`src/design/prc_pkg.sv`:
```
`timescale 1ns / 1ps
// prc_pkg: shared types and constants of the priority rectangle compositor
// used by prc_apb_regs, prc_cell and priority_rectangle_compositor; no dependencies

package prc_pkg;

  // default sizing, used as the defaults of the top level parameters
  localparam int MAX_ELEMENTS_DEF = 16;
  localparam int DIM_BITS_DEF     = 10;

  // function codes of a command transaction
  localparam logic [1:0] FUNC_CLEAR  = 2'd0;
  localparam logic [1:0] FUNC_APPEND = 2'd1;
  localparam logic [1:0] FUNC_QUERY  = 2'd2;
  localparam logic [1:0] FUNC_NOP    = 2'd3;

  // status codes of a result transaction
  localparam logic [1:0] STATUS_OK      = 2'd0;
  localparam logic [1:0] STATUS_FULL    = 2'd1;
  localparam logic [1:0] STATUS_OUTSIDE = 2'd2;

  // register map, index = byte address / 4
  localparam int APB_ADDR_BITS = 5;
  localparam int REG_IDX_BITS  = 3;
  localparam logic [REG_IDX_BITS-1:0] REG_ORIGIN_X_PCT = 3'd0;
  localparam logic [REG_IDX_BITS-1:0] REG_ORIGIN_Y_PCT = 3'd1;
  localparam logic [REG_IDX_BITS-1:0] REG_END_X_PCT    = 3'd2;
  localparam logic [REG_IDX_BITS-1:0] REG_END_Y_PCT    = 3'd3;
  localparam logic [REG_IDX_BITS-1:0] REG_OUT_LENGTH   = 3'd4;
  localparam logic [REG_IDX_BITS-1:0] REG_OUT_HEIGHT   = 3'd5;
  localparam logic [REG_IDX_BITS-1:0] REG_BACKGROUND   = 3'd6;

  // register reset values
  localparam logic [6:0]  RST_ORIGIN_PCT = 7'd0;
  localparam logic [6:0]  RST_END_PCT    = 7'd100;
  localparam logic [9:0]  RST_OUT_LENGTH = 10'd80;
  localparam logic [9:0]  RST_OUT_HEIGHT = 10'd24;
  localparam logic [31:0] RST_BACKGROUND = 32'd0;

  // arithmetic constants
  localparam int          PCT_FULL    = 100;
  localparam int          SCALE_MILLI = 1000;
  localparam logic [31:0] TEXT_WHITE  = 32'hFFFF_FFFF;
  localparam logic [8:0]  NO_WINNER   = 9'd256;

  typedef struct packed {
    logic [6:0]  scene_origin_x_pct;
    logic [6:0]  scene_origin_y_pct;
    logic [6:0]  scene_end_x_pct;
    logic [6:0]  scene_end_y_pct;
    logic [9:0]  output_length;
    logic [9:0]  output_height;
    logic [31:0] background_color;
  } cfg_t;

  typedef struct packed {
    logic [1:0]  func;
    logic [9:0]  pix_x;
    logic [9:0]  pix_y;
    logic [9:0]  elem_origin_x;
    logic [9:0]  elem_origin_y;
    logic [9:0]  elem_end_x;
    logic [9:0]  elem_end_y;
    logic [7:0]  elem_importance;
    logic        elem_is_text;
    logic [31:0] elem_color;
  } cmd_t;

  typedef struct packed {
    logic [31:0] pixel_color;
    logic        covered;
    logic [1:0]  status;
  } result_t;

  // one stored rectangle
  typedef struct packed {
    logic [9:0]  origin_x;
    logic [9:0]  origin_y;
    logic [9:0]  end_x;
    logic [9:0]  end_y;
    logic [7:0]  importance;
    logic        is_text;
    logic [31:0] color;
  } elem_entry_t;

  // running winner carried along the cell chain
  typedef struct packed {
    logic [8:0]  best;
    logic [31:0] color;
    logic        found;
  } scan_tok_t;

endpackage

```
`src/design/prc_cell.sv`:
```
`timescale 1ns / 1ps
// prc_cell: one table entry plus its hit test, passes the running winner on
// depends on prc_pkg

module prc_cell import prc_pkg::*; #(
  parameter int DIM_BITS = DIM_BITS_DEF,
  parameter int CNT_BITS = 5,
  parameter int INDEX    = 0
) (
  input  logic                clk,
  input  logic                rst,
  input  logic                wr,
  input  elem_entry_t         wr_entry,
  input  logic [CNT_BITS-1:0] count,
  input  logic [DIM_BITS:0]   scene_w,
  input  logic [DIM_BITS:0]   scene_h,
  input  logic [DIM_BITS+10:0] x_lo,
  input  logic [DIM_BITS+10:0] x_hi,
  input  logic [DIM_BITS+10:0] y_lo,
  input  logic [DIM_BITS+10:0] y_hi,
  input  logic                tok_in_vld,
  input  scan_tok_t           tok_in,
  output logic                tok_out_vld,
  output scan_tok_t           tok_out
);

  localparam int PW = DIM_BITS + 11;

  elem_entry_t entry;
  logic [PW-1:0] p_ox, p_oy, p_ex, p_ey;
  logic          active, in_rect, imp_le, imp_lt, hit;
  scan_tok_t     tok_next;

  always_ff @(posedge clk) begin
    if (wr) begin
      entry <= wr_entry;
    end
  end

  // scaled bounds, kept in thousandths so no divide is needed
  assign p_ox = PW'(entry.origin_x) * PW'(scene_w);
  assign p_oy = PW'(entry.origin_y) * PW'(scene_h);
  assign p_ex = PW'(entry.end_x) * PW'(scene_w);
  assign p_ey = PW'(entry.end_y) * PW'(scene_h);

  assign active  = count > CNT_BITS'(INDEX);
  assign in_rect = (p_ox < x_hi) && (p_oy < y_hi) && (p_ex >= x_lo) && (p_ey >= y_lo);
  assign imp_le  = {1'b0, entry.importance} <= tok_in.best;
  assign imp_lt  = {1'b0, entry.importance} < tok_in.best;
  assign hit     = active && in_rect &&
                   (entry.is_text ? imp_lt : (imp_le && (entry.color[7:0] != 8'd0)));

  always_comb begin
    tok_next = tok_in;
    if (hit) begin
      tok_next.best  = {1'b0, entry.importance};
      tok_next.color = entry.is_text ? TEXT_WHITE : entry.color;
      tok_next.found = 1'b1;
    end
  end

  always_ff @(posedge clk) begin
    if (rst) begin
      tok_out_vld <= 1'b0;
    end else begin
      tok_out_vld <= tok_in_vld;
    end
  end

  always_ff @(posedge clk) begin
    tok_out <= tok_next;
  end

endmodule

```
`config.mk`:
```
export PLATFORM = sky130hd
export DESIGN_NAME = prc_cell
export DESIGN_NICKNAME = d
export VERILOG_FILES = /design/src/design/prc_pkg.sv /design/src/design/prc_cell.sv
export SDC_FILE = /design/constraint.sdc
export NUM_CORES = 1
export LEC_CHECK = 0
export BUFFER_PORTS_ARGS = -buffer_cell sky130_fd_sc_hd__buf_2
export CORE_UTILIZATION = 40
export DETAILED_ROUTE_END_ITERATION = 8
export SLEW_MARGIN = 0
export SYNTH_ARGS = -nofsm -noshare
export SYNTH_HDL_FRONTEND = slang
export SYNTH_SLANG_ARGS = --single-unit
```
`constraint.sdc`:
```
create_clock -name clk -period 14.25 [get_ports clk]
set_clock_uncertainty 0.2 [all_clocks]
set_input_delay 2.85 -clock clk [delete_from_list [all_inputs] [get_ports clk]]
set_output_delay 2.85 -clock clk [all_outputs]
set_load 0.05 [all_outputs]
```
==> results.ini, run 1 <==
[synth]
avgSynthCellArea_sq_um=9.32
synth_xor_area_share_pct=2.82
synth_cells=2202
yosysTopAreaCellShare_pct=27.3
yosys_warnings=0
synth.distinct_cells=61
syn-num-nets=3034
seq_area_frac_synth_pct=16.0
synth_most_common_cell=inv_1
synth_compound_area_share_pct=7.25
synth_enable_flop_cells=81
synthMuxAreaShare_pct=2.00
ys_ff_latch=124
synth_top_family_by_area=adder cells
ys_top_cells_by_count=inv_1, ha_1, fa_1
synth_fa_ha_area_share_pct=46.5
synth_top_area_cell=fa_1
synthTopCellsByArea=fa_1, ha_1, edfxtp_1
ys.flop_type=edfxtp_1
async_reset_ff_share_pct=0
synth-simple-area-share_pct=15.7
netlist_area_sq_mm=0.0205

[worst_setup_path]
startpoint=scene_w[7]
critical-path-top-delay-family=adder cells
cp.required_ns=14.39
worstPathArrival_ns=11.14
rr_worst_depth=28
cp_num_buf_inv=7
path_class=primary input to flop
endpoint_kind=flop
crit_fanout=42
r2r_start=entry[53]
crit_cells=30
reg2reg_to=tok_out[38]
start_kind=primary input
crit_slowest_cell=buf_4
crit_end=tok_out[38]
max_stage_delay_ns=0.61
reg2reg_slack_ns=5.43

[cells_and_area]
drive_above_1_share_pct=13.2
final_util_pct=45.6
layout.nets=3242
area_delta_synth_final_pct=12.0

[route]
drc=0
drt_iter0_markers=482
vias_per_cell=4.91
wl_per_cell_um=15.4
drt_wl_total_mm=47.8
final_antenna_net_count=0
drtPass1Iterations=4
num_vias=15201

[clock_tree]
cts_resized=0
clock_path_buffers=2
cts_hold_buffers=0
cts_tree=yes
cts.sinks=124
clk_latency_ns=0.46
cts_setup_buffers=0
cts_root_buf=clkbuf_16
cts_buffers=17
ctsHtreeMaxLevel=4
cts.clk_slew.worst_paths_ns=0.06

[floorplanning]
core-area_sq_mm=0.0504
rows=82
initial_utilization_pct=40.7
io_pins=281
die-area_sq_mm=0.0522
dieHeight_um=228
die_w_um=228

[global_routing]
grt.total_usage_pct=19.4
grt_max_degree=57
antenna_found_initial=6
grt_overflow=0
grt_pass1_wl_mm=81.2
grt_pass1_vias=16504

[power_and_ir_drop]
p_per_area_mw_per_mm2=210
p_leak_nw=12.0
ir_drop_mv=0.197

[sta]
layout_worst_path_cycle_share_pct=77.2
hold_ws_ns=0.288
period_minus_slack_ns=10.99
worst_pin_slew_ns=0.890
finalSetupViolations=0
timing.final.ws_setup_ns=3.26
final_hold_viol_count=0
slew_violations=0
slew-limit-headroom_pct=40.6
rsz0062_at_grt=no
tns_ns=0
fmax_mhz=91.0

[place]
gp_congestion=0.865
numPortBuffers=280
dpl.hpwl_mm=38.8
post-place-ws_ns=2.66

[status]
status=complete, no violations

[flow_run]
maxCapViolCount=0

[min_path]
hold_class=flop to flop

[how the worst min path moves through the flow]
stage / from / to / slack [ns] / depth (start not counted)
global placement: entry[33] / tok_out[33] / 0.27 / 1
floorplan: entry[33] / tok_out[33] / 0.26 / 1
detailed placement: entry[34] / tok_out[34] / 0.28 / 1
global route: entry[35] / tok_out[35] / 0.32 / 1
finish: entry[34] / tok_out[34] / 0.29 / 1
CTS: entry[35] / tok_out[35] / 0.29 / 1
[report_power, final]
part,switching (W),internal (W)
combinational,0.00216,0.00176
sequential,0.0000423,0.000431
clock,0.000174,0.000253
total,0.00237,0.00244
[cells in the final DEF (no fill, tap or decap), types with 17 or more instances in the layout]
| cell | synthesis | routed |
|---|---|---|
| nor2_1 | 69 | 69 |
| ha_1 | 314 | 314 |
| nand2_1 | 211 | 211 |
| fa_1 | 280 | 280 |
| mux2i_1 | 32 | 32 |
| xnor2_1 | 51 | 51 |
| a21oi_1 | 68 | 68 |
| a21o_1 | 29 | 29 |
| buf_2 | 0 | 280 |
| dfxtp_1 | 43 | 43 |
| edfxtp_1 | 81 | 81 |
| and2_1 | 263 | 263 |
| o21ai_0 | 31 | 31 |
| clkbuf_16 | 0 | 17 |
| inv_1 | 432 | 432 |
[state kept, by name, indices dropped and copies added, names as in the netlist]
signal	cells
entry	81
tok_out	42
tok_out_vld	1
[through the flow]
| step | total power (W) | area, sq um | cells |
|---|---|---|---|
| 3_5_place_dp | 0.00441 | 22400 | 3063 |
| 3_3_place_gp | 0.00431 | 22400 | 3062 |
| 6_report | 0.00482 | 23000 | 3094 |
| 2_1_floorplan | 0.00355 | 20500 | 2202 |
| 4_1_cts | 0.00490 | 23000 | 3092 |
| 5_1_grt | 0.00547 | 23000 | 3093 |
[layout make-up]
cell class,instances,area (sq um)
Fill cell,4903,27400
Multi-Input combinational cell,1551,15200
Sequential cell,124,3290
Inverter,432,1620
Timing Repair Buffer,284,1430
Tap cell,672,841
Clock buffer,18,429
Clock inverter,11,123
Antenna cell,2,5.00
[metal layers]
layer  vias up  wire length (um)  global-route usage, %
met5         -                50                      0
met4         8              1510                   7.78
met3        72              2620                   4.43
met2       332             22700                   32.7
met1      7423             20900                   24.0
li1       7366                 -                      -
[worst reg2reg max path, delay by kind of cell, from the launching register on]
kind / cells / cell delay (ns)
multiplexers: 1 / 0.40
XOR/XNOR: 1 / 0.10
flip-flops: 1 / 0.57
buffers and inverters: 5 / 0.80
adder cells (fa/ha/maj): 7 / 3.09
AND/OR/NAND/NOR: 5 / 1.80
AO/OA/AOI/OAI: 9 / 1.76
[logic make-up after synthesis]
kind of cell	Yosys count
adder cells (fa/ha/maj)	594
buffers and inverters	527
multiplexers	40
XOR/XNOR	66
AND/OR/NAND/NOR	628
flip-flops	124
AO/OA/AOI/OAI	223
(Power assumes the default switching activity.)
==> inputs of run 2 (changes only) <==
--- a/config.mk
+++ b/config.mk
@@ -5,6 +5,7 @@
 export SDC_FILE = /design/constraint.sdc
 export NUM_CORES = 1
 export LEC_CHECK = 0
+export ABC_AREA = 1
 export BUFFER_PORTS_ARGS = -buffer_cell sky130_fd_sc_hd__buf_2
 export CORE_UTILIZATION = 40
 export DETAILED_ROUTE_END_ITERATION = 8
==> constraint.sdc (replaced) <==
create_clock -name clk -period 10.8 [get_ports clk]
set_clock_uncertainty 0.2 [all_clocks]
set_input_delay 2.16 -clock clk [delete_from_list [all_inputs] [get_ports clk]]
set_output_delay 2.16 -clock clk [all_outputs]
set_load 0.05 [all_outputs]
==> results.ini, run 2 <==
[cells_and_area]
largestRegisters=entry x81, tok_out x42, tok_out_vld x1
drive_above_1_share_pct=11.2
layout_commonest_cell=nand2_1
area_delta_synth_final_pct=11.3
n_fill_cell=5606
top_register=entry
largest_reg_flops=81
layout.nets=3931
most-common-layout-cells=nand2_1, inv_1, ha_1
final_util_pct=45.4

[synth]
seq_area_frac_synth_pct=14.9
synth_top_area_cell=fa_1
synth_most_common_cell=nand2_1
syn-num-nets=3727
synth_enable_flop_cells=81
async_reset_ff_share_pct=0
netlist_area_sq_mm=0.0221
synth_cells=2895
ys.flop_type=edfxtp_1
ys_top_cells_by_count=nand2_1, inv_1, ha_1
synthTopCellsByArea=fa_1, ha_1, nand2_1
yosysTopAreaCellShare_pct=25.3
avgSynthCellArea_sq_um=7.64
ys_ff_latch=124
yosys_warnings=0
synth.distinct_cells=36

[floorplanning]
io_pins=281
dieHeight_um=237
die_w_um=237
initial_utilization_pct=40.8
die-area_sq_mm=0.0563
rows=85
core-area_sq_mm=0.0542

[route]
drc=0
drt_wl_total_mm=54.7
wl_per_cell_um=14.4
drtPass1Iterations=6
num_vias=17946
final_antenna_net_count=0
vias_per_cell=4.71
drt_iter0_markers=914

[global_routing]
grt_pass1_wl_mm=90.8
antenna_found_initial=6
grt_max_degree=54
grt_overflow=0
grt.total_usage_pct=20.3
grt_pass1_vias=18090

[clock_tree]
cts.sinks=124
cts_setup_buffers=0
cts_hold_buffers=0
cts_tree=yes
clock_path_buffers=2
cts_resized=0
cts_buffers=17
cts.clk_slew.worst_paths_ns=0.08
clk_latency_ns=0.48
ctsHtreeMaxLevel=4
cts_root_buf=clkbuf_16

[sta]
slew_violations=0
worst_pin_slew_ns=0.835
final_hold_viol_count=0
layout_worst_path_cycle_share_pct=80.8
rsz0062_at_grt=no
finalSetupViolations=0
fmax_mhz=115
period_minus_slack_ns=8.72
hold_ws_ns=0.281
tns_ns=0
slew-limit-headroom_pct=44.3

[min_path]
holdPathStages=2
hold_class=flop to flop

[power_and_ir_drop]
p_per_area_mw_per_mm2=309
p_leak_nw=15.1
ir_drop_mv=0.198

[worst_setup_path]
rr_worst_depth=33
path_common_cell=nand2_1
endpoint_kind=flop
start_kind=primary input
crit_fanout=42
cp.required_ns=11.01
max_stage_delay_ns=0.55
worstPathArrival_ns=8.93
path_class=primary input to flop
reg2reg_slack_ns=3.47
crit_slowest_cell=fa_1

[place]
gp_congestion=0.892
dpl.hpwl_mm=44.3
numPortBuffers=280

[flow_run]
maxCapViolCount=0

[status]
status=complete, no violations

[run 2: cells by family after synthesis]
group	Yosys count	synth area share [%]
buffers and inverters	872	15.0
adders and majority gates	594	43.1
and+or+nand+nor	1019	18.4
AOI/OAI and AO/OA	217	5.93
xor gates and xnor gates	69	2.73
DFF	124	14.9
[run 2: stage by stage]
step           std cells  total power, W  setup WS, ns  instance area (sq um)
2_1_floorplan       2895         0.00553          2.87                  22100
3_3_place_gp        3776         0.00702          1.63                  24000
3_5_place_dp        3776         0.00701          1.57                  24000
4_1_cts             3808         0.00768          2.07                  24600
5_1_grt             3810         0.00865          1.63                  24600
6_report            3812         0.00760          2.08                  24600
[run 2: critical path, delay by kind of cell]
kind | cells | cell delay [ns]
fa+ha+maj | 7 | 3.15
simple gates | 17 | 2.15
buf+inv | 7 | 0.92
compound gates | 2 | 0.39
xor+xnor | 1 | 0.14
[run 2: final timing paths]
kind	from	end
worst max-delay path	scene_h[7]	tok_out[7]
worst min-delay path	entry[35]	tok_out[35]
worst max register to register	entry[42]	tok_out[7]
worst min register to register	entry[35]	tok_out[35]
[run 2: routing by layer]
layer / vias to the layer above / GRT usage, % / wire, um
li1: 9020 / - / -
met1: 8511 / 26.5 / 24200
met5: - / 0 / 37
met4: 6 / 5.12 / 883
met2: 355 / 35.0 / 27100
met3: 54 / 3.23 / 2490
[run 2: power breakdown]
part / internal, W / switching [W]
Sequential: 0.000587 / 0.0000649
Combinational: 0.00239 / 0.00396
Clock: 0.000329 / 0.000280
Total: 0.00330 / 0.00430
[run 2: layout make-up]
| type | instances | area, sq um | area share (%) |
|---|---|---|---|
| Clock inverter | 15 | 174 | 0.706 |
| Inverter | 773 | 2900 | 11.8 |
| Sequential cell | 124 | 3290 | 13.4 |
| Multi-Input combinational cell | 1899 | 15500 | 63.0 |
| Timing Repair Buffer | 284 | 1430 | 5.82 |
| Tap cell | 696 | 871 | 3.54 |
| Clock buffer | 17 | 425 | 1.73 |
| Antenna cell | 4 | 10.0 | 0.0406 |
==> inputs of run 3 (changes only) <==
==> constraint.sdc (replaced) <==
create_clock -name clk -period 8.1 [get_ports clk]
set_clock_uncertainty 0.2 [all_clocks]
set_input_delay 1.62 -clock clk [delete_from_list [all_inputs] [get_ports clk]]
set_output_delay 1.62 -clock clk [all_outputs]
set_load 0.05 [all_outputs]
==> results.ini, run 3 (synthesized netlist as in run 2, its figures left out) <==
[status]
status=complete, no violations

[cells_and_area]
final_util_pct=46.1
area_delta_synth_final_pct=13.0
largest_reg_flops=81
drive_above_1_share_pct=12.6
layout.nets=3979
top_register=entry
final_area_sq_mm=0.0250
most-common-layout-cells=nand2_1, inv_1, ha_1
layout_commonest_cell=nand2_1
largestRegisters=entry x81, tok_out x42, tok_out_vld x1

[sta]
period_minus_slack_ns=7.62
fmax_mhz=131
finalSetupViolations=0
slew_violations=0
timing.final.ws_setup_ns=0.484
layout_worst_path_cycle_share_pct=94.0
worst_pin_slew_ns=0.683
rsz0062_at_grt=no
hold_ws_ns=0.283
final_hold_viol_count=0
slew-limit-headroom_pct=54.5

[clock_tree]
cts_hold_buffers=0
cts_tree=yes
clk_latency_ns=0.47
cts_buffers=17
cts.sinks=124
cts_setup_buffers=0
ctsHtreeMaxLevel=4
clock_path_buffers=2
cts.clk_slew.worst_paths_ns=0.07
cts_resized=0
cts_root_buf=clkbuf_16

[min_path]
hold_class=flop to flop

[place]
numPortBuffers=280
dpl.hpwl_mm=45.3
dpl_cell_area_sq_mm=0.0244
gp_congestion=0.898
post-place-ws_ns=-0.00284

[worst_setup_path]
worstPathArrival_ns=7.82
crit_fanout=41
start_kind=primary input
endpoint_kind=flop
cp.required_ns=8.31
path_common_cell=nand2_1
crit_slowest_cell=fa_1
max_stage_delay_ns=0.58
path_class=primary input to flop

[floorplanning]
die_w_um=237
initial_utilization_pct=40.8
dieHeight_um=237
io_pins=281
rows=85
core-area_sq_mm=0.0542
die-area_sq_mm=0.0563

[global_routing]
grt_pass1_vias=18096
grt_max_degree=44
antenna_found_initial=7
grt.total_usage_pct=20.1
grt_overflow=0
grt_pass1_wl_mm=89.8

[flow_run]
maxCapViolCount=0

[route]
drt_iter0_markers=916
final_antenna_net_count=0
wl_per_cell_um=14.0
vias_per_cell=4.67
drc=0
num_vias=18023
drt_wl_total_mm=54.0
drtPass1Iterations=5

[power_and_ir_drop]
p_leak_nw=15.3
ir_drop_mv=0.270
p_per_area_mw_per_mm2=408

run 3: changes by cell type in the layout (fill, tap and decap cells not counted), sizes merged:
cell,delta
buf,+48
clkinv,+1
diode,-3
inv,-1
run 3: final timing paths:
| path | from | endpoint | slack (ns) | cells after the start |
|---|---|---|---|---|
| hold reg to reg | entry[40] | tok_out[40] | 0.28 | 2 |
| setup / recovery | scene_w[5] | tok_out[22] | 0.48 | 30 |
| setup reg to reg | entry[42] | tok_out[22] | 1.20 | 33 |
| hold / removal | entry[40] | tok_out[40] | 0.28 | 2 |
run 3: final cells by class:
type,count,area [sq um]
Fill cell,5536,29200
Clock inverter,15,176
Timing Repair Buffer,332,1820
Clock buffer,17,425
Inverter,773,2900
Sequential cell,124,3290
Tap cell,696,871
Multi-Input combinational cell,1899,15500
Antenna cell,1,2.50
run 3: per-layer routing:
metal | GRT usage [%] | wire, um
met4 | 5.30 | 812
met2 | 35.0 | 27100
met3 | 3.00 | 2220
met5 | 0 | 56
met1 | 26.0 | 23800
run 3: where the power goes:
group	total (W)	internal (W)	switching [W]
clock	0.000808	0.000439	0.000369
sequential	0.000872	0.000783	0.0000893
combinational	0.00852	0.00329	0.00523
total	0.0102	0.00451	0.00568
run 3: through the flow:
stage | setup TNS [ns] | total power, W | cells
4_1_cts | 0 | 0.0103 | 3856
3_3_place_gp | 0 | 0.00945 | 3824
3_5_place_dp | -0.00284 | 0.00944 | 3824
5_1_grt | 0 | 0.0116 | 3857
2_1_floorplan | 0 | 0.00737 | 2895
6_report | 0 | 0.0102 | 3857
run 3: critical path: cells and delay by family:
family	cells	cell delay (ns)
xor gates and xnor gates	1	0.17
buffers and inverters	6	0.77
AOI/OAI and AO/OA	2	0.45
and+or+nand+nor	14	1.76
adders and majority gates	7	3.02
