[config.mk]
export PLATFORM = sky130hd
export DESIGN_NAME = prc_apb_regs
export DESIGN_NICKNAME = d
export VERILOG_FILES = /design/src/design/prc_pkg.sv /design/src/design/prc_apb_regs.sv
export SDC_FILE = /design/constraint.sdc
export NUM_CORES = 1
export LEC_CHECK = 0
export ABC_AREA = 1
export CORE_ASPECT_RATIO = 0.6
export CORE_MARGIN = 4
export CORE_UTILIZATION = 45
export DETAILED_ROUTE_END_ITERATION = 12
export DONT_BUFFER_PORTS = 1
export PLACE_DENSITY = 0.61
export SYNTH_ARGS = -nofsm -noshare
export SYNTH_HDL_FRONTEND = slang
export SYNTH_SLANG_ARGS = --single-unit
export TNS_END_PERCENT = 1
[constraint.sdc]
create_clock -name clk -period 3.3 [get_ports clk]
set_clock_uncertainty 0.1 [all_clocks]
set_input_delay 0.165 -clock clk [delete_from_list [all_inputs] [get_ports clk]]
set_output_delay 0.165 -clock clk [all_outputs]
set_load 0.02 [all_outputs]
[src/design/prc_pkg.sv]
`timescale 1ns / 1ps
// prc_pkg: shared types and constants of the priority rectangle compositor
// used by prc_apb_regs, prc_cell and priority_rectangle_compositor; no dependencies

package prc_pkg;

  // default sizing, used as the defaults of the top level parameters
  localparam int MAX_ELEMENTS_DEF = 16;
  localparam int DIM_BITS_DEF     = 10;

  // function codes of a command transaction
  localparam logic [1:0] FUNC_CLEAR  = 2'd0;
  localparam logic [1:0] FUNC_APPEND = 2'd1;
  localparam logic [1:0] FUNC_QUERY  = 2'd2;
  localparam logic [1:0] FUNC_NOP    = 2'd3;

  // status codes of a result transaction
  localparam logic [1:0] STATUS_OK      = 2'd0;
  localparam logic [1:0] STATUS_FULL    = 2'd1;
  localparam logic [1:0] STATUS_OUTSIDE = 2'd2;

  // register map, index = byte address / 4
  localparam int APB_ADDR_BITS = 5;
  localparam int REG_IDX_BITS  = 3;
  localparam logic [REG_IDX_BITS-1:0] REG_ORIGIN_X_PCT = 3'd0;
  localparam logic [REG_IDX_BITS-1:0] REG_ORIGIN_Y_PCT = 3'd1;
  localparam logic [REG_IDX_BITS-1:0] REG_END_X_PCT    = 3'd2;
  localparam logic [REG_IDX_BITS-1:0] REG_END_Y_PCT    = 3'd3;
  localparam logic [REG_IDX_BITS-1:0] REG_OUT_LENGTH   = 3'd4;
  localparam logic [REG_IDX_BITS-1:0] REG_OUT_HEIGHT   = 3'd5;
  localparam logic [REG_IDX_BITS-1:0] REG_BACKGROUND   = 3'd6;

  // register reset values
  localparam logic [6:0]  RST_ORIGIN_PCT = 7'd0;
  localparam logic [6:0]  RST_END_PCT    = 7'd100;
  localparam logic [9:0]  RST_OUT_LENGTH = 10'd80;
  localparam logic [9:0]  RST_OUT_HEIGHT = 10'd24;
  localparam logic [31:0] RST_BACKGROUND = 32'd0;

  // arithmetic constants
  localparam int          PCT_FULL    = 100;
  localparam int          SCALE_MILLI = 1000;
  localparam logic [31:0] TEXT_WHITE  = 32'hFFFF_FFFF;
  localparam logic [8:0]  NO_WINNER   = 9'd256;

  typedef struct packed {
    logic [6:0]  scene_origin_x_pct;
    logic [6:0]  scene_origin_y_pct;
    logic [6:0]  scene_end_x_pct;
    logic [6:0]  scene_end_y_pct;
    logic [9:0]  output_length;
    logic [9:0]  output_height;
    logic [31:0] background_color;
  } cfg_t;

  typedef struct packed {
    logic [1:0]  func;
    logic [9:0]  pix_x;
    logic [9:0]  pix_y;
    logic [9:0]  elem_origin_x;
    logic [9:0]  elem_origin_y;
    logic [9:0]  elem_end_x;
    logic [9:0]  elem_end_y;
    logic [7:0]  elem_importance;
    logic        elem_is_text;
    logic [31:0] elem_color;
  } cmd_t;

  typedef struct packed {
    logic [31:0] pixel_color;
    logic        covered;
    logic [1:0]  status;
  } result_t;

  // one stored rectangle
  typedef struct packed {
    logic [9:0]  origin_x;
    logic [9:0]  origin_y;
    logic [9:0]  end_x;
    logic [9:0]  end_y;
    logic [7:0]  importance;
    logic        is_text;
    logic [31:0] color;
  } elem_entry_t;

  // running winner carried along the cell chain
  typedef struct packed {
    logic [8:0]  best;
    logic [31:0] color;
    logic        found;
  } scan_tok_t;

endpackage

[src/design/prc_apb_regs.sv]
`timescale 1ns / 1ps
// prc_apb_regs: configuration register file behind an apb-style port
// depends on prc_pkg

module prc_apb_regs import prc_pkg::*; (
  input  logic                     clk,
  input  logic                     rst,
  input  logic                     psel,
  input  logic                     penable,
  input  logic                     pwrite,
  input  logic [APB_ADDR_BITS-1:0] paddr,
  input  logic [31:0]              pwdata,
  output logic [31:0]              prdata,
  output logic                     pready,
  output cfg_t                     cfg
);

  logic                    wr_en;
  logic [REG_IDX_BITS-1:0] reg_idx;

  assign pready  = 1'b1;
  assign wr_en   = psel & penable & pwrite;
  assign reg_idx = paddr[APB_ADDR_BITS-1:2];

  always_ff @(posedge clk) begin
    if (rst) begin
      cfg.scene_origin_x_pct <= RST_ORIGIN_PCT;
      cfg.scene_origin_y_pct <= RST_ORIGIN_PCT;
      cfg.scene_end_x_pct    <= RST_END_PCT;
      cfg.scene_end_y_pct    <= RST_END_PCT;
      cfg.output_length      <= RST_OUT_LENGTH;
      cfg.output_height      <= RST_OUT_HEIGHT;
      cfg.background_color   <= RST_BACKGROUND;
    end else if (wr_en) begin
      case (reg_idx)
        REG_ORIGIN_X_PCT: cfg.scene_origin_x_pct <= pwdata[6:0];
        REG_ORIGIN_Y_PCT: cfg.scene_origin_y_pct <= pwdata[6:0];
        REG_END_X_PCT:    cfg.scene_end_x_pct    <= pwdata[6:0];
        REG_END_Y_PCT:    cfg.scene_end_y_pct    <= pwdata[6:0];
        REG_OUT_LENGTH:   cfg.output_length      <= pwdata[9:0];
        REG_OUT_HEIGHT:   cfg.output_height      <= pwdata[9:0];
        REG_BACKGROUND:   cfg.background_color   <= pwdata;
        default: ;
      endcase
    end
  end

  always_comb begin
    case (reg_idx)
      REG_ORIGIN_X_PCT: prdata = {25'd0, cfg.scene_origin_x_pct};
      REG_ORIGIN_Y_PCT: prdata = {25'd0, cfg.scene_origin_y_pct};
      REG_END_X_PCT:    prdata = {25'd0, cfg.scene_end_x_pct};
      REG_END_Y_PCT:    prdata = {25'd0, cfg.scene_end_y_pct};
      REG_OUT_LENGTH:   prdata = {22'd0, cfg.output_length};
      REG_OUT_HEIGHT:   prdata = {22'd0, cfg.output_height};
      REG_BACKGROUND:   prdata = cfg.background_color;
      default:          prdata = 32'd0;
    endcase
  end

endmodule

==> results of run 1 <==
-- how the worst max path moves through the flow --
| stage | start | to | cells past startpoint |
|---|---|---|---|
| 2_1_floorplan | paddr[4] | prdata[7] | 7 |
| 3_3_place_gp | paddr[2] | cfg[21]$_SDFFE_PP0P_ | 8 |
| 3_5_place_dp | paddr[2] | cfg[26]$_SDFFE_PP0P_ | 8 |
| 4_1_cts | paddr[3] | prdata[8] | 5 |
| 5_1_grt | paddr[3] | prdata[8] | 5 |
| 6_report | paddr[3] | prdata[7] | 5 |
-- kinds of logic (layout without fill, tap and decap cells) --
family,after synthesis,in the layout
compound gates,2,2
other cells,1,1
simple gates,461,461
flops,80,80
buf+inv,102,118
-- per-layer routing --
layer,vias up,global-route usage,wire (um),part of all wire
li1,1980,-,-,-
met1,1801,0.316,5470,0.46
met2,160,0.367,5080,0.42
met3,13,0.106,1310,0.11
met4,0,0.0583,141,0.012
met5,-,0,0,0
-- placed cells by master, fill, tap and decap left out, drive strengths merged --
cell type / count
nand2: 185
nand3: 59
nor2: 196
bufinv: 3
dfxtp: 80
dlygate4sd3: 30
inv: 68
clkbuf: 9
buf: 5
conb: 1
o21ai: 2
nand4: 21
clkinv: 3
-- cell usage after synthesis, drive strengths merged --
cell type | number | area, sq um
nand3 | 59 | 305
dfxtp | 80 | 1600
o21ai | 2 | 10.0
conb | 1 | 3.75
nand2 | 185 | 694
nor2 | 196 | 746
nand4 | 21 | 131
buf | 28 | 131
clkbuf | 6 | 22.5
inv | 68 | 255
-- tightest hold or removal path, cell delays in order --
cell and delay, ps:
inv_1 60, nand2_1 70, nand2_1 40, nor2_1 70
-- power by group --
group          internal (W)  switching (W)
sequential         0.000978      0.0000280
combinational     0.0000591       0.000114
clock              0.000733       0.000400
total               0.00177       0.000542
-- metrics by stage --
step	cells	hold slack (ps)	util
6_report	770	2.09	0.560
5_1_grt	770	13.4	0.560
4_1_cts	770	1.36	0.560
3_5_place_dp	725	198	0.482
3_3_place_gp	725	194	0.482
2_1_floorplan	646	191	-
-- repair_timing --
action	4_1_cts	5_1_grt
setup buffers	0	0
endpoints found under the hold margin	40	0
hold buffers	30	0
resized for setup	0	0
-- final cells by class --
cell class	instances	area, sq um	area share
Sequential cell	80	1600	0.350
Timing Repair Buffer	35	350	0.0766
Tap cell	108	135	0.0296
Multi-Input combinational cell	464	1900	0.415
Clock buffer	9	225	0.0493
Inverter	68	255	0.0558
Clock inverter	6	109	0.0238
==> results.json, run 1 <==
{
  "outcome": "completed",
  "regMostFlops": "cfg",
  "cp_slowest_cell": "nor2_1",
  "die_height_um": 80.1,
  "grt_pass1_vias": 3732,
  "totalPowerFinal_w": 0.00231,
  "largest_reg_flops": 80,
  "final_cell_area_sq_um": 4570,
  "pin_count": 155,
  "grt-ovfl-total": 0,
  "ant_nets": 0,
  "track_usage": 0.242,
  "synth_xor_xnor_area_share": 0,
  "dp_hpwl_um": 8520,
  "grt_setup_unrepaired": "false",
  "end_kind": "output pin",
  "ff2ff_setup_slack_ps": 2390,
  "slew_headroom": 0.457,
  "fin_nets": 700,
  "rows": 25,
  "synth_compound_area_frac": 0.00257,
  "critPathKind": "in -> out",
  "synthMuxAreaShare": 0,
  "insertion_delay_ps": 330,
  "cp_num_buf_inv": 1,
  "grt_max_degree": 46,
  "port_buffers": 0,
  "synthAdderAreaFrac": 0,
  "drv_slew": 0,
  "hp-start": "pwdata[6]",
  "gp_congestion": 0.869,
  "drive_above_1_share": 0.0423,
  "cts_tree": "yes",
  "cts-htree-levels": 3,
  "synth_top_family_by_area": "simple AND/OR/NAND/NOR gates",
  "synthCells": 646,
  "tightest_slew_ps": 813,
  "antennaDiodeCount": 0,
  "synth_seq_cells": 80,
  "dpl_worst_slack_ps": 1420,
  "holdPathStages": 4,
  "postRouteWirelength_um": 12000,
  "cp_top_family": "simple AND/OR/NAND/NOR gates",
  "clock-root-buffer": "clkbuf_16",
  "drcViolationCount": 0,
  "cp.required_ps": 3030,
  "synthSimpleGateAreaFrac": 0.481,
  "coreArea_sq_um": 8160,
  "via_count": 3954,
  "synth.avg_cell_area_sq_um": 6.04,
  "hold_class": "in -> reg",
  "worstPathArrival_ps": 1600,
  "area_delta_synth_final_pct": 17.2,
  "final.period_utilization": 0.565,
  "ys_seq_area_frac": 0.411,
  "startpoint_type": "input port",
  "critPathMaxFanout": 21,
  "slowest_delay_ps": 610,
  "wl_per_cell_um": 15.6,
  "dr.pass1.iters": 5,
  "die_area_sq_um": 10300,
  "crit_chain": "inv_1 -> nand2_1 -> nor2_1 -> nand2_1 -> nand3_1",
  "ys_warn_count": 0,
  "fp.dieW_um": 128,
  "placed_cell_area_sq_um": 3940,
  "setup_viol": 0,
  "finalCriticalPeriod_ps": 1870,
  "timing.fmax_mhz": 536,
  "setup_slack_ps": 1430,
  "grt_antenna_before_repair": 0,
  "ir_worst_vdd_uv": 311,
  "reg.largest.list": "cfg (80)",
  "p_leak_nw": 2.02,
  "worstReg2RegStart": "cfg[36]$_SDFFE_PP1P_",
  "power_density_nw_per_um2": 506,
  "hold_viol": 0,
  "grt_pass1_wl_um": 19400,
  "clkTransAtPathRegs_ps": 60,
  "min_to": "cfg[38]$_SDFFE_PP0P_",
  "drv_cap": 0,
  "crit-reg2reg-capture": "cfg[36]$_SDFFE_PP1P_",
  "worst-r2r-cell-count": 2,
  "numCtsBuffers": 9,
  "setup-tns-final_ps": 0,
  "synth_nets": 688,
  "synth_cell_types": 15,
  "drt_iter0_drc": 293,
  "cts.sinks": 80,
  "cp_common_cell": "nand2_1",
  "vias_per_cell": 5.14,
  "n_fill_cell": 826,
  "synthesis.area_sq_um": 3900,
  "start_util": 0.478,
  "clockBufferDepth": 2
}
Power figures use the tool's default switching activity.
==> run 2: changes to the inputs <==
==> constraint.sdc (replaced) <==
create_clock -name clk -period 1.88 [get_ports clk]
set_clock_uncertainty 0.1 [all_clocks]
set_input_delay 0.094 -clock clk [delete_from_list [all_inputs] [get_ports clk]]
set_output_delay 0.094 -clock clk [all_outputs]
set_load 0.02 [all_outputs]
==> results.json, run 2 (synthesis results as in run 1) <==
{
  "cts.sinks": 80,
  "die_area_sq_um": 10300,
  "gp_congestion": 0.934,
  "hold_viol": 0,
  "critPathMaxFanout": 3,
  "antennaDiodeCount": 0,
  "end_kind": "output pin",
  "clock-root-buffer": "clkbuf_16",
  "swShare": 0.245,
  "dr.pass1.iters": 5,
  "slew_headroom": 0.602,
  "grt_pass1_vias": 3605,
  "drv_cap": 0,
  "grt-ovfl-total": 0,
  "clockBufferDepth": 2,
  "rows": 25,
  "cts_resized": 0,
  "cts-htree-levels": 3,
  "insertion_delay_ps": 330,
  "hold_class": "in -> reg",
  "largest_reg_flops": 80,
  "dp_hpwl_um": 8570,
  "pin_count": 155,
  "drv_slew": 0,
  "crit_chain": "nand3_1 -> nand2_1 -> nor2_1 -> nand2_1",
  "grt_setup_unrepaired": "false",
  "start_util": 0.478,
  "power.internal_w": 0.00286,
  "cts_tree": "yes",
  "coreArea_sq_um": 8160,
  "area_delta_synth_final_pct": 18.4,
  "grt_pass1_wl_um": 19200,
  "timing.fmax_mhz": 635,
  "seq_power_share": 0.467,
  "setup_viol": 0,
  "cp_common_cell": "nand2_1",
  "drcViolationCount": 0,
  "drt_iter0_drc": 305,
  "ir_worst_vdd_uv": 504,
  "wl_per_cell_um": 15.4,
  "track_usage": 0.242,
  "outcome": "completed",
  "final.period_utilization": 0.838,
  "cp.required_ps": 1690,
  "critPathKind": "reg -> out",
  "numCtsBuffers": 9,
  "setup-tns-final_ps": 0,
  "postRouteWirelength_um": 12000,
  "grt_antenna_before_repair": 0,
  "startpoint_type": "register",
  "via_count": 3951,
  "vias_per_cell": 5.04,
  "clockPowerShare": 0.448,
  "fp.dieW_um": 128,
  "die_height_um": 80.1,
  "drive_above_1_share": 0.0562,
  "port_buffers": 0,
  "cp_top_family": "simple AND/OR/NAND/NOR gates",
  "ant_nets": 0,
  "final_cell_area_sq_um": 4620,
  "cp_num_buf_inv": 0,
  "tightest_slew_ps": 595,
  "combPwrFrac": 0.085,
  "slowest_delay_ps": 480,
  "power_density_nw_per_um2": 819,
  "regMostFlops": "cfg",
  "grt_max_degree": 81,
  "finalCriticalPeriod_ps": 1570,
  "worstPathArrival_ps": 1380,
  "clkTransAtPathRegs_ps": 60,
  "placed_cell_area_sq_um": 4030,
  "layout_common_cells": "nor2_1, nand2_1, dfxtp_1",
  "reg.largest.list": "cfg (80)",
  "layout_commonest_cell": "nor2_1",
  "cp_slowest_cell": "dfxtp_1",
  "p_switching_w": 0.000926,
  "p_leak_nw": 2.07,
  "fin_nets": 713
}
-- run 2: cell types whose count changed in the layout (fill, tap and decap cells not counted), sizes merged --
| cell | previous run | this run |
|---|---|---|
| buf | 5 | 17 |
| clkbuf | 9 | 12 |
| bufinv | 3 | 1 |
| dlygate4sd3 | 30 | 31 |
-- run 2: worst register-to-register path, cell delays in order (launching register included) --
cell and delay, ps:
dfxtp_1 510, nor2_1 100, nor2_1 140
-- run 2: cell type report --
| cell class | instances | area (sq um) |
|---|---|---|
| repair buffers | 48 | 450 |
| flip-flops and latches | 80 | 1600 |
| multi-input cells | 464 | 1900 |
| well taps | 108 | 135 |
| clock inverters | 4 | 45.0 |
| clock buffers | 12 | 236 |
| inverters | 68 | 255 |
| fillers | 835 | 3540 |
-- run 2: path summary, 6_finish.rpt --
check,from,endpoint,slack (ps),cells past startpoint
min,penable,cfg[44]$_SDFFE_PP0P_,30,4
max,cfg[42]$_SDFFE_PP0P_,prdata[0],310,4
max reg2reg,cfg[47]$_SDFFE_PP0P_,cfg[47]$_SDFFE_PP0P_,960,2
min reg2reg,cfg[65]$_SDFFE_PP1P_,cfg[65]$_SDFFE_PP1P_,490,2
-- run 2: repair_timing --
item,4_1_cts,5_1_grt
setup buffers,0,0
setup endpoints to repair,0,0
hold buffers,31,0
hold endpoints to repair,58,0
-- run 2: power groups by stage --
stage | clock [W] | sequential [W] | combinational (W)
final | 0.00169 | 0.00177 | 0.000323
after global routing | 0.00179 | 0.00177 | 0.000361
after CTS | 0.00173 | 0.00177 | 0.000319
after detailed placement | 0 | 0.00181 | 0.000263
after global placement | 0 | 0.00180 | 0.000257
after floorplan | 0 | 0.00180 | 0.000213
-- run 2: per-stage QoR --
step | power, W | worst slack, ps | utilization | hold slack, ps | instances
2_1_floorplan | 0.00201 | 633 | - | 120 | 646
5_1_grt | 0.00392 | 181 | 0.566 | 49.7 | 784
3_5_place_dp | 0.00207 | 472 | 0.493 | 127 | 737
4_1_cts | 0.00382 | 316 | 0.566 | 8.78 | 784
3_3_place_gp | 0.00206 | 490 | 0.493 | 123 | 737
6_report | 0.00378 | 305 | 0.566 | 28.6 | 784
-- run 2: routing by layer --
layer	GRT usage	vias to the layer above	share of wire
met5	0	-	0
met4	0.0614	0	0.012
met3	0.120	12	0.13
met2	0.362	162	0.42
met1	0.311	1769	0.44
li1	-	2008	-
==> run 3: changes to the inputs <==
==> constraint.sdc (replaced) <==
create_clock -name clk -period 1.5 [get_ports clk]
set_clock_uncertainty 0.1 [all_clocks]
set_input_delay 0.075 -clock clk [delete_from_list [all_inputs] [get_ports clk]]
set_output_delay 0.075 -clock clk [all_outputs]
set_load 0.02 [all_outputs]
==> results.json, run 3 (synthesis results as in run 1) <==
{
  "outcome": "completed",
  "timing.fmax_mhz": 701,
  "startpoint_type": "input port",
  "antennaDiodeCount": 0,
  "dr.pass1.iters": 5,
  "fp.dieW_um": 128,
  "cts_setup_buffers": 0,
  "numCtsBuffers": 9,
  "ant_nets": 0,
  "layout_common_cells": "nor2_1, nand2_1, dfxtp_1",
  "multi_input_area_sq_um": 1900,
  "clock-root-buffer": "clkbuf_16",
  "regMostFlops": "cfg",
  "grt-ovfl-total": 0,
  "grt_pass1_wl_um": 20000,
  "cp.required_ps": 1670,
  "gp_congestion": 0.875,
  "pin_count": 155,
  "tightest_slew_ps": 531,
  "grt_antenna_before_repair": 0,
  "via_count": 4235,
  "cts_tree": "yes",
  "cts-htree-levels": 3,
  "clkTransAtPathRegs_ps": 60,
  "hold_viol": 0,
  "largest_reg_flops": 80,
  "power_density_nw_per_um2": 932,
  "critPathMaxFanout": 20,
  "coreArea_sq_um": 8160,
  "dp_hpwl_um": 8790,
  "vias_per_cell": 4.99,
  "regArea_sq_um": 1610,
  "grt_pass1_vias": 3896,
  "clockBufferDepth": 2,
  "setup_viol": 0,
  "slew_headroom": 0.644,
  "drcViolationCount": 0,
  "grt_max_degree": 44,
  "drv_cap": 0,
  "dpl_worst_slack_ps": 211,
  "reg.largest.list": "cfg (80)",
  "ir_worst_vdd_uv": 653,
  "cts.sinks": 80,
  "rows": 25,
  "grt_setup_unrepaired": "true",
  "drv_slew": 0,
  "die_height_um": 80.1,
  "final.period_utilization": 0.951,
  "end_kind": "register",
  "port_buffers": 0,
  "layout_commonest_cell": "nor2_1",
  "area_delta_synth_final_pct": 33.5,
  "drt_iter0_drc": 326,
  "worstPathArrival_ps": 1600,
  "die_area_sq_um": 10300,
  "fin_nets": 779,
  "totalPowerFinal_w": 0.00485,
  "n_fill_cell": 777,
  "p_leak_nw": 2.41,
  "track_usage": 0.250,
  "setup_slack_ps": 73.5,
  "insertion_delay_ps": 330,
  "start_util": 0.478,
  "drive_above_1_share": 0.131,
  "postRouteWirelength_um": 12600,
  "hold_class": "in -> reg",
  "wl_per_cell_um": 14.9,
  "finalCriticalPeriod_ps": 1430,
  "critPathKind": "in -> reg"
}
==> run 3: cell types whose count changed in the layout (fill, tap and decap cells not counted), moves of 3 or more <==
cell | before | now
buf_4 | 16 | 64
dfxtp_2 | 0 | 8
dfxtp_1 | 80 | 72
dlygate4sd3_1 | 31 | 47
clkbuf_1 | 3 | 0
==> run 3: final timing paths <==
path / to / from / slack (ps) / cells past startpoint
setup / recovery: cfg[31]$_SDFFE_PP0P_ / rst / 70 / 5
hold reg to reg: cfg[65]$_SDFFE_PP1P_ / cfg[65]$_SDFFE_PP1P_ / 450 / 2
hold / removal: cfg[57]$_SDFFE_PP1P_ / paddr[4] / 20 / 4
setup reg to reg: cfg[35]$_SDFFE_PP1P_ / cfg[35]$_SDFFE_PP1P_ / 650 / 3
==> run 3: per-stage QoR <==
stage | hold WS, ps | TNS (ps) | cell area (sq um) | util | cells
final | 16.4 | 0 | 5210 | 0.638 | 848
after detailed placement | 108 | 0 | 4430 | 0.542 | 787
after global placement | 105 | 0 | 4430 | 0.542 | 787
after floorplan | 101 | 0 | 3900 | - | 646
after CTS | 0.630 | 0 | 5190 | 0.636 | 848
after global routing | 41.7 | -3.34 | 5210 | 0.638 | 848
==> run 3: layout make-up <==
cell class	count	share of cell area
tap	108	0.0259
clock buffer	11	0.0485
clock inverter	3	0.00817
timing repair buffer	114	0.194
multi-input combinational	464	0.364
inverter	68	0.0500
sequential	80	0.309
==> run 3: layer usage <==
layer,track usage,wire length [um]
met2,0.383,5510
met4,0.0572,153
met5,0,0
met3,0.0924,1270
met1,0.335,5710
==> run 3: critical path, stage by stage <==
cell and delay [ps]:
dlygate4sd3_1 610, inv_6 170, nand2_1 80, dlygate4sd3_1 570, nor2_1 80
==> run 3: timing repair <==
| item | CTS | global route |
|---|---|---|
| endpoints found under the setup margin | 0 | 16 |
| gates resized for setup | 0 | 11 |
| endpoints found under the hold margin | 71 | 0 |
| hold buffers | 47 | 0 |
==> run 3: power by group <==
part           total (W)  switching, W  leakage (nW)  internal [W]
Sequential       0.00220     0.0000455         0.649       0.00215
Clock            0.00218      0.000819         0.143       0.00136
Combinational   0.000477      0.000288          1.62      0.000189
Total            0.00485       0.00115          2.41       0.00370
